==> config.mk <==
export PLATFORM = sky130hd
export DESIGN_NAME = buzzer_tone_queue_sequencer_unit
export DESIGN_NICKNAME = d
export VERILOG_FILES = /design/src/btqs_pkg.sv /design/src/btqs_queue.sv /design/src/btqs_pwm_calc.sv /design/src/buzzer_tone_queue_sequencer_unit.sv
export SDC_FILE = /design/constraint.sdc
export NUM_CORES = 1
export LEC_CHECK = 0
export BUFFER_PORTS_ARGS = -buffer_cell sky130_fd_sc_hd__buf_4
export CELL_PAD_IN_SITES_DETAIL_PLACEMENT = 2
export CELL_PAD_IN_SITES_GLOBAL_PLACEMENT = 2
export CORE_MARGIN = 1
export CORE_UTILIZATION = 30
export CTS_CLUSTER_DIAMETER = 150
export DETAILED_ROUTE_END_ITERATION = 12
export PLACE_DENSITY = 0.54
export SLEW_MARGIN = 10
export SYNTH_ARGS = -nofsm -noshare
export SYNTH_HDL_FRONTEND = slang
export SYNTH_SLANG_ARGS = --single-unit
==> constraint.sdc <==
create_clock -name i_clk -period 6.43 [get_ports i_clk]
set_input_delay 1.286 -clock i_clk [delete_from_list [all_inputs] [get_ports i_clk]]
set_output_delay 1.286 -clock i_clk [all_outputs]
set_load 0.005 [all_outputs]
==> src/btqs_pkg.sv <==
// ----------------------------------------------------------------------------
// btqs_pkg
// Types and constants shared by the buzzer tone queue sequencer modules.
// ----------------------------------------------------------------------------
package btqs_pkg;

    localparam int QUEUE_DEPTH_DEF = 16;
    localparam int MAX_DIVIDER_DEF = 256;

    localparam int FREQ_W  = 16;
    localparam int DUR_W   = 16;
    localparam int TIME_W  = 32;
    localparam int CLK_W   = 28;
    localparam int DIV_W   = 9;
    localparam int CNT_OUT_W = 4;
    localparam int CFG_DATA_W = 28;

    localparam logic [FREQ_W-1:0] TOP_MAX = 16'hFFFF;
    localparam logic [CLK_W-1:0]  CLK_HZ_RESET = 28'd125000000;

    // input kind codes
    localparam logic [1:0] KIND_REQUEST = 2'd0;
    localparam logic [1:0] KIND_TICK    = 2'd1;
    localparam logic [1:0] KIND_MOVIE   = 2'd2;

    // configuration register indexes
    localparam logic CFG_SOUND_EN = 1'b0;
    localparam logic CFG_CLK_HZ   = 1'b1;

    typedef struct packed {
        logic [1:0]        kind;
        logic [FREQ_W-1:0] freq_hz;
        logic [DUR_W-1:0]  duration_ms;
        logic              movie_mode;
        logic [TIME_W-1:0] now_ms;
    } t_cmd;

    typedef struct packed {
        logic                 buzzer_on;
        logic [FREQ_W-1:0]    pwm_top;
        logic [DIV_W-1:0]     pwm_divider;
        logic [FREQ_W-1:0]    pwm_level;
        logic                 top_saturated;
        logic                 tone_active;
        logic [FREQ_W-1:0]    current_freq;
        logic [CNT_OUT_W-1:0] queue_count;
        logic                 request_dropped;
    } t_result;

    typedef struct packed {
        logic [FREQ_W-1:0] freq;
        logic [DUR_W-1:0]  dur;
    } t_req_word;

    typedef struct packed {
        logic      push;
        logic      pop;
        logic      flush;
        t_req_word wdata;
    } t_queue_ctl;

    typedef struct packed {
        logic                 empty;
        logic                 full;
        logic [CNT_OUT_W-1:0] count;
        t_req_word            rdata;
    } t_queue_sts;

    typedef struct packed {
        logic [FREQ_W-1:0] top;
        logic [DIV_W-1:0]  div;
        logic [FREQ_W-1:0] level;
        logic              sat;
    } t_pwm_cfg;

    typedef enum logic [1:0] {
        CALC_IDLE,
        CALC_DIV,
        CALC_NORM,
        CALC_DONE
    } t_calc_phase;

    typedef enum logic [1:0] {
        SEQ_IDLE,
        SEQ_EXEC,
        SEQ_CALC,
        SEQ_DONE
    } t_seq_state;

endpackage

==> src/btqs_queue.sv <==
// ----------------------------------------------------------------------------
// btqs_queue
// Ring queue of tone requests; one slot is kept free to tell full from empty.
// ----------------------------------------------------------------------------
module btqs_queue
    import btqs_pkg::*;
#(
    parameter int QUEUE_DEPTH = QUEUE_DEPTH_DEF
) (
    input  logic       i_clk,
    input  logic       i_rst_n,
    input  t_queue_ctl i_ctl,
    output t_queue_sts o_sts
);

    localparam int PTR_W = $clog2(QUEUE_DEPTH);

    t_req_word        r_mem [QUEUE_DEPTH];
    t_req_word        r_rdata;
    logic [PTR_W-1:0] r_wr_ptr;
    logic [PTR_W-1:0] r_rd_ptr;
    logic [PTR_W-1:0] n_wr_ptr;
    logic [PTR_W-1:0] n_rd_ptr;
    logic [PTR_W-1:0] wr_inc;
    logic [PTR_W-1:0] rd_inc;
    logic [PTR_W:0]   ptr_diff;
    logic [PTR_W-1:0] count;
    logic             full;

    assign wr_inc = (r_wr_ptr == PTR_W'(QUEUE_DEPTH - 1)) ? '0 : r_wr_ptr + 1'b1;
    assign rd_inc = (r_rd_ptr == PTR_W'(QUEUE_DEPTH - 1)) ? '0 : r_rd_ptr + 1'b1;
    assign full   = (wr_inc == r_rd_ptr);

    assign ptr_diff = {1'b0, r_wr_ptr} - {1'b0, r_rd_ptr};
    assign count = (r_wr_ptr >= r_rd_ptr) ? ptr_diff[PTR_W-1:0]
                 : PTR_W'(ptr_diff + (PTR_W+1)'(QUEUE_DEPTH));

    always_comb begin
        n_wr_ptr = r_wr_ptr;
        n_rd_ptr = r_rd_ptr;
        if (i_ctl.flush) begin
            n_wr_ptr = '0;
            n_rd_ptr = '0;
        end else begin
            if (i_ctl.push && !full) begin
                n_wr_ptr = wr_inc;
            end
            if (i_ctl.pop) begin
                n_rd_ptr = rd_inc;
            end
        end
    end

    always_ff @(posedge i_clk) begin
        if (!i_rst_n) begin
            r_wr_ptr <= '0;
            r_rd_ptr <= '0;
        end else begin
            r_wr_ptr <= n_wr_ptr;
            r_rd_ptr <= n_rd_ptr;
        end
    end

    always_ff @(posedge i_clk) begin
        if (i_ctl.push && !full && !i_ctl.flush) begin
            r_mem[r_wr_ptr] <= i_ctl.wdata;
        end
        r_rdata <= r_mem[r_rd_ptr];
    end

    assign o_sts.empty = (r_wr_ptr == r_rd_ptr);
    assign o_sts.full  = full;
    assign o_sts.count = CNT_OUT_W'(count);
    assign o_sts.rdata = r_rdata;

endmodule

==> src/btqs_pwm_calc.sv <==
// ----------------------------------------------------------------------------
// btqs_pwm_calc
// PWM setup: bit-serial clk/freq division, then divider doubling one step
// per cycle, then saturation of top and level.
// ----------------------------------------------------------------------------
module btqs_pwm_calc
    import btqs_pkg::*;
#(
    parameter int MAX_DIVIDER = MAX_DIVIDER_DEF
) (
    input  logic              i_clk,
    input  logic              i_rst_n,
    input  logic              i_start,
    input  logic [CLK_W-1:0]  i_clk_hz,
    input  logic [FREQ_W-1:0] i_freq,
    output logic              o_done,
    output t_pwm_cfg          o_cfg
);

    localparam int STEP_W = $clog2(CLK_W);

    t_calc_phase        r_phase;
    t_calc_phase        n_phase;
    logic [CLK_W-1:0]   r_quo;
    logic [CLK_W-1:0]   n_quo;
    logic [FREQ_W-1:0]  r_rem;
    logic [FREQ_W-1:0]  n_rem;
    logic [FREQ_W-1:0]  r_dsor;
    logic [FREQ_W-1:0]  n_dsor;
    logic [STEP_W-1:0]  r_step;
    logic [STEP_W-1:0]  n_step;
    logic [DIV_W-1:0]   r_div;
    logic [DIV_W-1:0]   n_div;
    t_pwm_cfg           r_cfg;
    t_pwm_cfg           n_cfg;

    logic [FREQ_W:0]    rem_sh;
    logic [FREQ_W:0]    rem_sub;
    logic               ge;
    logic               last_step;
    logic               need_shift;
    logic [CLK_W-1:0]   wrap;
    logic [CLK_W-1:0]   half;
    logic               sat;

    assign rem_sh    = {r_rem, r_quo[CLK_W-1]};
    assign rem_sub   = rem_sh - {1'b0, r_dsor};
    assign ge        = (rem_sh >= {1'b0, r_dsor});
    assign last_step = (r_step == STEP_W'(CLK_W - 1));
    assign need_shift = (|r_quo[CLK_W-1:FREQ_W]) && (r_div < DIV_W'(MAX_DIVIDER));

    // a zero quotient still gives a wrap of one
    assign wrap = (r_quo == '0) ? CLK_W'(1) : r_quo;
    assign half = wrap >> 1;
    assign sat  = (wrap > CLK_W'(65536));

    // next phase
    always_comb begin
        n_phase = r_phase;
        case (r_phase)
            CALC_IDLE: if (i_start) n_phase = CALC_DIV;
            CALC_DIV:  if (last_step) n_phase = CALC_NORM;
            CALC_NORM: if (!need_shift) n_phase = CALC_DONE;
            CALC_DONE: n_phase = CALC_IDLE;
            default:   n_phase = CALC_IDLE;
        endcase
    end

    // datapath
    always_comb begin
        n_quo  = r_quo;
        n_rem  = r_rem;
        n_dsor = r_dsor;
        n_step = r_step;
        n_div  = r_div;
        n_cfg  = r_cfg;
        case (r_phase)
            CALC_IDLE: begin
                n_quo  = i_clk_hz;
                n_rem  = '0;
                n_dsor = i_freq;
                n_step = '0;
                n_div  = DIV_W'(1);
            end
            CALC_DIV: begin
                n_quo  = {r_quo[CLK_W-2:0], ge};
                n_rem  = ge ? rem_sub[FREQ_W-1:0] : rem_sh[FREQ_W-1:0];
                n_step = r_step + 1'b1;
            end
            CALC_NORM: begin
                if (need_shift) begin
                    n_quo = r_quo >> 1;
                    n_div = r_div << 1;
                end else begin
                    n_cfg.sat   = sat;
                    n_cfg.top   = sat ? TOP_MAX : FREQ_W'(wrap - 1'b1);
                    n_cfg.level = (|half[CLK_W-1:FREQ_W]) ? TOP_MAX : half[FREQ_W-1:0];
                    n_cfg.div   = r_div;
                end
            end
            default: ;
        endcase
    end

    always_ff @(posedge i_clk) begin
        if (!i_rst_n) begin
            r_phase <= CALC_IDLE;
        end else begin
            r_phase <= n_phase;
        end
    end

    always_ff @(posedge i_clk) begin
        r_quo  <= n_quo;
        r_rem  <= n_rem;
        r_dsor <= n_dsor;
        r_step <= n_step;
        r_div  <= n_div;
        r_cfg  <= n_cfg;
    end

    // outputs
    always_comb begin
        o_done = (r_phase == CALC_DONE);
        o_cfg  = r_cfg;
    end

endmodule

==> src/buzzer_tone_queue_sequencer_unit.sv <==
// ----------------------------------------------------------------------------
// buzzer_tone_queue_sequencer_unit
// Tone sequencer: request queue, tick handling, movie notes and PWM setup.
//
//   channel   signals                          transfer
//   command   i_start, o_busy, i_cmd           i_start && !o_busy
//   result    o_done, o_res                    o_done, one cycle, no stall
//   config    i_cfg_we, i_cfg_idx, i_cfg_data  i_cfg_we
//
// Requests, plain ticks and silent notes go through the execute and done
// states; the next command can be taken once the unit is back in idle.
// An item that starts a sounding tone adds the PWM setup: execute, 28
// division steps (one quotient bit per cycle), normalize (up to 8 divider
// doublings), the calculator's done phase and the done strobe, before the
// result transfer.
// Reset is synchronous; the queue storage is not cleared.
// The result receiver cannot stall; o_done is a single-cycle strobe.
// ----------------------------------------------------------------------------
module buzzer_tone_queue_sequencer_unit
    import btqs_pkg::*;
#(
    parameter int QUEUE_DEPTH = QUEUE_DEPTH_DEF,
    parameter int MAX_DIVIDER = MAX_DIVIDER_DEF
) (
    input  logic                  i_clk,
    input  logic                  i_rst_n,
    input  logic                  i_start,
    output logic                  o_busy,
    input  t_cmd                  i_cmd,
    output logic                  o_done,
    output t_result               o_res,
    input  logic                  i_cfg_we,
    input  logic                  i_cfg_idx,
    input  logic [CFG_DATA_W-1:0] i_cfg_data
);

    t_seq_state         r_state;
    t_seq_state         n_state;
    t_cmd               r_cmd;
    logic               r_sound;
    logic [CLK_W-1:0]   r_clk_hz;
    logic               r_busy_flag;
    logic               n_busy_flag;
    logic               r_timed;
    logic               n_timed;
    logic [TIME_W-1:0]  r_end_time;
    logic [TIME_W-1:0]  n_end_time;
    logic [FREQ_W-1:0]  r_last_freq;
    logic [FREQ_W-1:0]  n_last_freq;
    logic               r_out_en;
    logic               n_out_en;
    t_pwm_cfg           r_pwm;
    t_pwm_cfg           n_pwm;
    logic               r_dropped;
    logic               n_dropped;

    t_queue_ctl         q_ctl;
    t_queue_sts         q_sts;
    logic               calc_go;
    logic [FREQ_W-1:0]  calc_freq;
    logic               calc_done;
    t_pwm_cfg           calc_cfg;

    logic [TIME_W-1:0]  since_end;
    logic               expired;
    logic               busy_after;

    btqs_queue #(
        .QUEUE_DEPTH (QUEUE_DEPTH)
    ) u_queue (
        .i_clk   (i_clk),
        .i_rst_n (i_rst_n),
        .i_ctl   (q_ctl),
        .o_sts   (q_sts)
    );

    btqs_pwm_calc #(
        .MAX_DIVIDER (MAX_DIVIDER)
    ) u_pwm_calc (
        .i_clk    (i_clk),
        .i_rst_n  (i_rst_n),
        .i_start  (calc_go),
        .i_clk_hz (r_clk_hz),
        .i_freq   (calc_freq),
        .o_done   (calc_done),
        .o_cfg    (calc_cfg)
    );

    // wrap-safe: end time reached when now - end is not negative
    assign since_end  = r_cmd.now_ms - r_end_time;
    assign expired    = r_busy_flag && r_timed && !since_end[TIME_W-1];
    assign busy_after = r_busy_flag && !expired;

    // next state
    always_comb begin
        n_state = r_state;
        case (r_state)
            SEQ_IDLE: if (i_start) n_state = SEQ_EXEC;
            SEQ_EXEC: n_state = calc_go ? SEQ_CALC : SEQ_DONE;
            SEQ_CALC: if (calc_done) n_state = SEQ_DONE;
            SEQ_DONE: n_state = SEQ_IDLE;
            default:  n_state = SEQ_IDLE;
        endcase
    end

    // item execution
    always_comb begin
        n_busy_flag = r_busy_flag;
        n_timed     = r_timed;
        n_end_time  = r_end_time;
        n_last_freq = r_last_freq;
        n_out_en    = r_out_en;
        n_pwm       = r_pwm;
        n_dropped   = r_dropped;
        calc_go     = 1'b0;
        calc_freq   = r_cmd.freq_hz;
        q_ctl.push  = 1'b0;
        q_ctl.pop   = 1'b0;
        q_ctl.flush = 1'b0;
        q_ctl.wdata.freq = r_cmd.freq_hz;
        q_ctl.wdata.dur  = r_cmd.duration_ms;

        if (r_state == SEQ_EXEC) begin
            n_dropped = 1'b0;
            case (r_cmd.kind)
                KIND_REQUEST: begin
                    q_ctl.push = 1'b1;
                    n_dropped  = q_sts.full;
                end
                KIND_TICK: begin
                    if (expired) begin
                        n_out_en    = 1'b0;
                        n_busy_flag = 1'b0;
                    end
                    if (r_cmd.movie_mode) begin
                        q_ctl.flush = 1'b1;
                    end else if (!busy_after && !q_sts.empty) begin
                        q_ctl.pop   = 1'b1;
                        calc_freq   = q_sts.rdata.freq;
                        calc_go     = r_sound && (q_sts.rdata.freq != '0);
                        n_last_freq = q_sts.rdata.freq;
                        if (q_sts.rdata.freq != '0) begin
                            n_busy_flag = 1'b1;
                            n_timed     = (q_sts.rdata.dur != '0);
                            n_end_time  = r_cmd.now_ms + TIME_W'(q_sts.rdata.dur);
                        end
                    end
                end
                KIND_MOVIE: begin
                    calc_go = r_sound && (r_cmd.freq_hz != '0);
                    if (!calc_go) begin
                        n_out_en = 1'b0;
                    end
                    n_last_freq = r_cmd.freq_hz;
                    n_busy_flag = 1'b1;
                    n_timed     = 1'b1;
                    n_end_time  = r_cmd.now_ms + TIME_W'(r_cmd.duration_ms);
                end
                default: ;
            endcase
        end else if (r_state == SEQ_CALC && calc_done) begin
            n_out_en = 1'b1;
            n_pwm    = calc_cfg;
        end
    end

    always_ff @(posedge i_clk) begin
        if (!i_rst_n) begin
            r_state     <= SEQ_IDLE;
            r_busy_flag <= 1'b0;
            r_timed     <= 1'b0;
            r_end_time  <= '0;
            r_last_freq <= '0;
            r_out_en    <= 1'b0;
            r_pwm.top   <= '0;
            r_pwm.div   <= DIV_W'(1);
            r_pwm.level <= '0;
            r_pwm.sat   <= 1'b0;
            r_dropped   <= 1'b0;
        end else begin
            r_state     <= n_state;
            r_busy_flag <= n_busy_flag;
            r_timed     <= n_timed;
            r_end_time  <= n_end_time;
            r_last_freq <= n_last_freq;
            r_out_en    <= n_out_en;
            r_pwm       <= n_pwm;
            r_dropped   <= n_dropped;
        end
    end

    always_ff @(posedge i_clk) begin
        if (r_state == SEQ_IDLE && i_start) begin
            r_cmd <= i_cmd;
        end
    end

    // configuration registers
    always_ff @(posedge i_clk) begin
        if (!i_rst_n) begin
            r_sound  <= 1'b1;
            r_clk_hz <= CLK_HZ_RESET;
        end else if (i_cfg_we) begin
            case (i_cfg_idx)
                CFG_SOUND_EN: r_sound  <= i_cfg_data[0];
                CFG_CLK_HZ:   r_clk_hz <= i_cfg_data[CLK_W-1:0];
                default: ;
            endcase
        end
    end

    // outputs
    always_comb begin
        o_busy = (r_state != SEQ_IDLE);
        o_done = (r_state == SEQ_DONE);
        o_res.buzzer_on       = r_out_en;
        o_res.pwm_top         = r_pwm.top;
        o_res.pwm_divider     = r_pwm.div;
        o_res.pwm_level       = r_pwm.level;
        o_res.top_saturated   = r_pwm.sat;
        o_res.tone_active     = r_busy_flag;
        o_res.current_freq    = r_last_freq;
        o_res.queue_count     = q_sts.count;
        o_res.request_dropped = r_dropped;
    end

endmodule
==> impl_metrics.env <==
export IMPL_crit_cells=14
export IMPL_required_ps=7030
export IMPL_grt_first_pass_wirelength_um=150000
export IMPL_r2r_slack_ps=2030
export IMPL_rows=126
export IMPL_critPathMaxStageDelay_ps=510
export IMPL_path_delay_family="compound AO/OA/AOI/OAI gates"
export IMPL_n_fill_cell=11700
export IMPL_setup_violations_final=0
export IMPL_yosys_top_cells_area="edfxtp_1 58%, mux4_2 10%, dfxtp_1 9.4%"
export IMPL_routed_wl_um=100000
export IMPL_synth_edf_count=695
export IMPL_critPathKind="reg2reg"
export IMPL_cp_start_kind="flop"
export IMPL_final_seq_area_um2=24200
export IMPL_die_w_um=347
export IMPL_max_cap_violations=0
export IMPL_diodes=0
export IMPL_place_congestion=0.738
export IMPL_cts_tree="yes"
export IMPL_synth_nets=2500
export IMPL_flow_area_growth_from_synthesis_pct=17.9
export IMPL_viasPerCell=4.96
export IMPL_rsz0062_at_grt="no"
export IMPL_synth_seq_cells=862
export IMPL_ios=167
export IMPL_fin_skew_ps=24.2
export IMPL_max_clock_path_buffers=3
export IMPL_leakagePower_nw=14.0
export IMPL_multi_input_comb_area_um2=10900
export IMPL_seq_area_frac_synth_pct=67.8
export IMPL_coreArea_um2=118000
export IMPL_hold_buffers=0
export IMPL_end_kind="flop"
export IMPL_synthDistinctLibCells=65
export IMPL_max_slew_margin_rel_pct=22.5
export IMPL_drt_iter0_markers=1125
export IMPL_cts_made_buffers=98
export IMPL_ant_nets=0
export IMPL_cp_slowest_cell="buf_4"
export IMPL_syn_avg_cell_area_um2=15.5
export IMPL_outcome="finished, final reports clean"
export IMPL_pwr_density_cell_nw_per_um2=345
export IMPL_port_buffers=166
export IMPL_ys_warn_count=0
export IMPL_crit_fanout=30
export IMPL_synthArstFlopShare_pct=0
export IMPL_antenna_found_initial=2
export IMPL_cts_resized=0
export IMPL_postCtsSetupBuffers=0
export IMPL_cts_sinks=862
export IMPL_finalHoldViolCount=0
export IMPL_cp_cell_sequence="inv_1 > ha_2 > buf_4 > mux2_2 > ha_1 > a211oi_1 > o21ai_0 > a221o_1 > a221o_1 > a21o_1 > and4_1 > xor2_1 > nand2_1 > mux2i_1"
export IMPL_place_area_um2=38900
export IMPL_firstDrtPassIters=5
export IMPL_syn_area_um2=35700
export IMPL_routedWlPerCell_um=24.4
export IMPL_track_usage_pct=16.7
export IMPL_synth_top_area_share_pct=58.4
export IMPL_min_path_type="reg2reg"
export IMPL_yosysTopAreaCell="edfxtp_1"
export IMPL_grt_start_max_net_pins=100
export IMPL_postLayoutCellArea_um2=42100
export IMPL_reg2reg_depth=14
export IMPL_nNetsFinal=2689
export IMPL_start_util_pct=30.2
export IMPL_dpl_hpwl_um=63700
export IMPL_drive_gt1_share_pct=22.6
export IMPL_final_max_slew_viol_count=0
export IMPL_post_route_drc_count=0
export IMPL_whs_path_depth=0
export IMPL_clock_latency_ps=680
export IMPL_peakVddDrop_uv=191
export IMPL_fmax_mhz=227
export IMPL_worst_pin_slew_ps=1160
export IMPL_die_area_um2=120000
export IMPL_layout_min_cycle_time_ps=4400
export IMPL_chipHeight_um=347
export IMPL_gr_total_overflow=0
export IMPL_cts_root_buf="clkbuf_16"
export IMPL_htree_levels=3
export IMPL_critPathBufInv=2
export IMPL_crit_top_cell="a221o_1"
export IMPL_tns_ps=0
export IMPL_clk_pin_slew_ps=60
export IMPL_grt_pass1_vias=22800
export IMPL_vias=20400
export IMPL_synth_cells=2311
export IMPL_min_period_over_period_pct=68.4
export IMPL_arrival_ps=4990
export IMPL_yosys_most_used_dff="edfxtp_1"
## worst paths after layout
check,startpoint,to
min reg2reg,u_pwm_calc.r_div[0],u_pwm_calc.o_cfg[17]
max,r_cmd[65],r_end_time[26]
max reg2reg,r_cmd[65],r_end_time[26]
min,u_pwm_calc.r_div[0],u_pwm_calc.o_cfg[17]
## worst register-to-register path, delay by kind of cell (launching register included)
kind	cells	cell delay, ps
buffers and inverters	2	610
muxes	2	560
and+or+nand+nor	2	320
adders and majority gates	2	650
AOI/OAI and AO/OA	5	1640
xor gates and xnor gates	1	150
DFF	1	390
## routing by layer
layer  global-route usage (%)  vias to the layer above  routed length (um)
met5                        0                        -                   0
met4                     4.78                        0                2240
met3                     2.81                      149                4250
met2                     27.6                      400               48100
met1                     22.7                    10700               45800
li1                         -                     9182                   -
## layout make-up
type / instances / area share, %
clock inverter: 43 / 1.03
sequential: 862 / 57.5
inverter: 82 / 0.731
timing repair buffer: 206 / 3.70
clock buffer: 143 / 6.64
tap: 1536 / 4.56
multi-input combinational: 1250 / 25.8
## where the power goes
part	internal [mW]	switching (mW)
logic	0.746	1.11
clock network	3.30	2.33
registers	6.58	0.462
## cell families after synthesis
group                    after synthesis  synth area share (%)
adder cells (fa/ha/maj)               89                  3.18
flip-flops                           862                  67.8
AO/OA/AOI/OAI                        285                  5.47
XOR/XNOR                              58                  1.42
buffers and inverters                199                  2.22
AND/OR/NAND/NOR                      565                  7.10
multiplexers                         253                  12.8
## Yosys cell counts, types with 17 or more instances
| library cell | instances |
|---|---|
| nor4_1 | 17 |
| xnor2_1 | 39 |
| inv_1 | 82 |
| nand3_1 | 44 |
| nor2_1 | 101 |
| edfxtp_1 | 695 |
| mux2i_1 | 61 |
| nor3_1 | 21 |
| mux2_2 | 32 |
| nand2_1 | 289 |
| dfxtp_1 | 167 |
| o21ai_0 | 32 |
| a21oi_1 | 79 |
| clkbuf_1 | 82 |
| o211a_1 | 17 |
| a21boi_0 | 62 |
| xor2_1 | 19 |
| ha_1 | 86 |
| nand2b_1 | 17 |
| a22oi_1 | 26 |
| mux4_2 | 160 |
| buf_1 | 17 |
## through the flow
| step | std cells | utilization, % | hold slack (ps) | power, mW | setup slack [ps] |
|---|---|---|---|---|---|
| 2_1_floorplan | 2311 | - | 418 | 8.19 | 1890 |
| 3_3_place_gp | 3936 | 32.9 | 434 | 8.98 | 1980 |
| 3_5_place_dp | 3936 | 32.9 | 439 | 9.08 | 1910 |
| 4_1_cts | 4122 | 35.7 | 453 | 14.8 | 1910 |
| 5_1_grt | 4122 | 35.7 | 472 | 15.2 | 1690 |
| 6_report | 4122 | 35.7 | 448 | 14.5 | 2030 |
## registers in the layout, indices dropped and copies added, names as in the netlist, 16 cells and up
signal and flops:
u_queue.r_mem 512, o_res 42, u_pwm_calc.o_cfg 42, r_cmd 35, q_ctl 32, r_end_time 32
u_queue.o_sts 32, r_clk_hz 28, u_pwm_calc.r_quo 28, r_last_freq 16, u_pwm_calc.r_dsor 16, u_pwm_calc.r_rem 16
## placed cells by master, fill, tap and decap left out, types with 15 or more instances in the layout
cell,count
clkbuf_1,30
a22oi_1,26
nor4_1,17
mux4_2,160
ha_1,84
inv_1,82
and2_1,15
nand3_1,44
o211a_1,17
buf_4,205
nand2_1,288
xor2_1,19
nor2_1,86
o21ai_0,32
clkbuf_16,100
dfxtp_1,163
mux2i_1,61
a21oi_1,78
clkinv_2,17
a21boi_0,62
a21o_1,15
xnor2_1,39
edfxtp_1,695
nand2b_1,17
nor3_1,17
mux2_2,32
nand4_1,15
No activity file was read; power rests on OpenSTA's default activity.
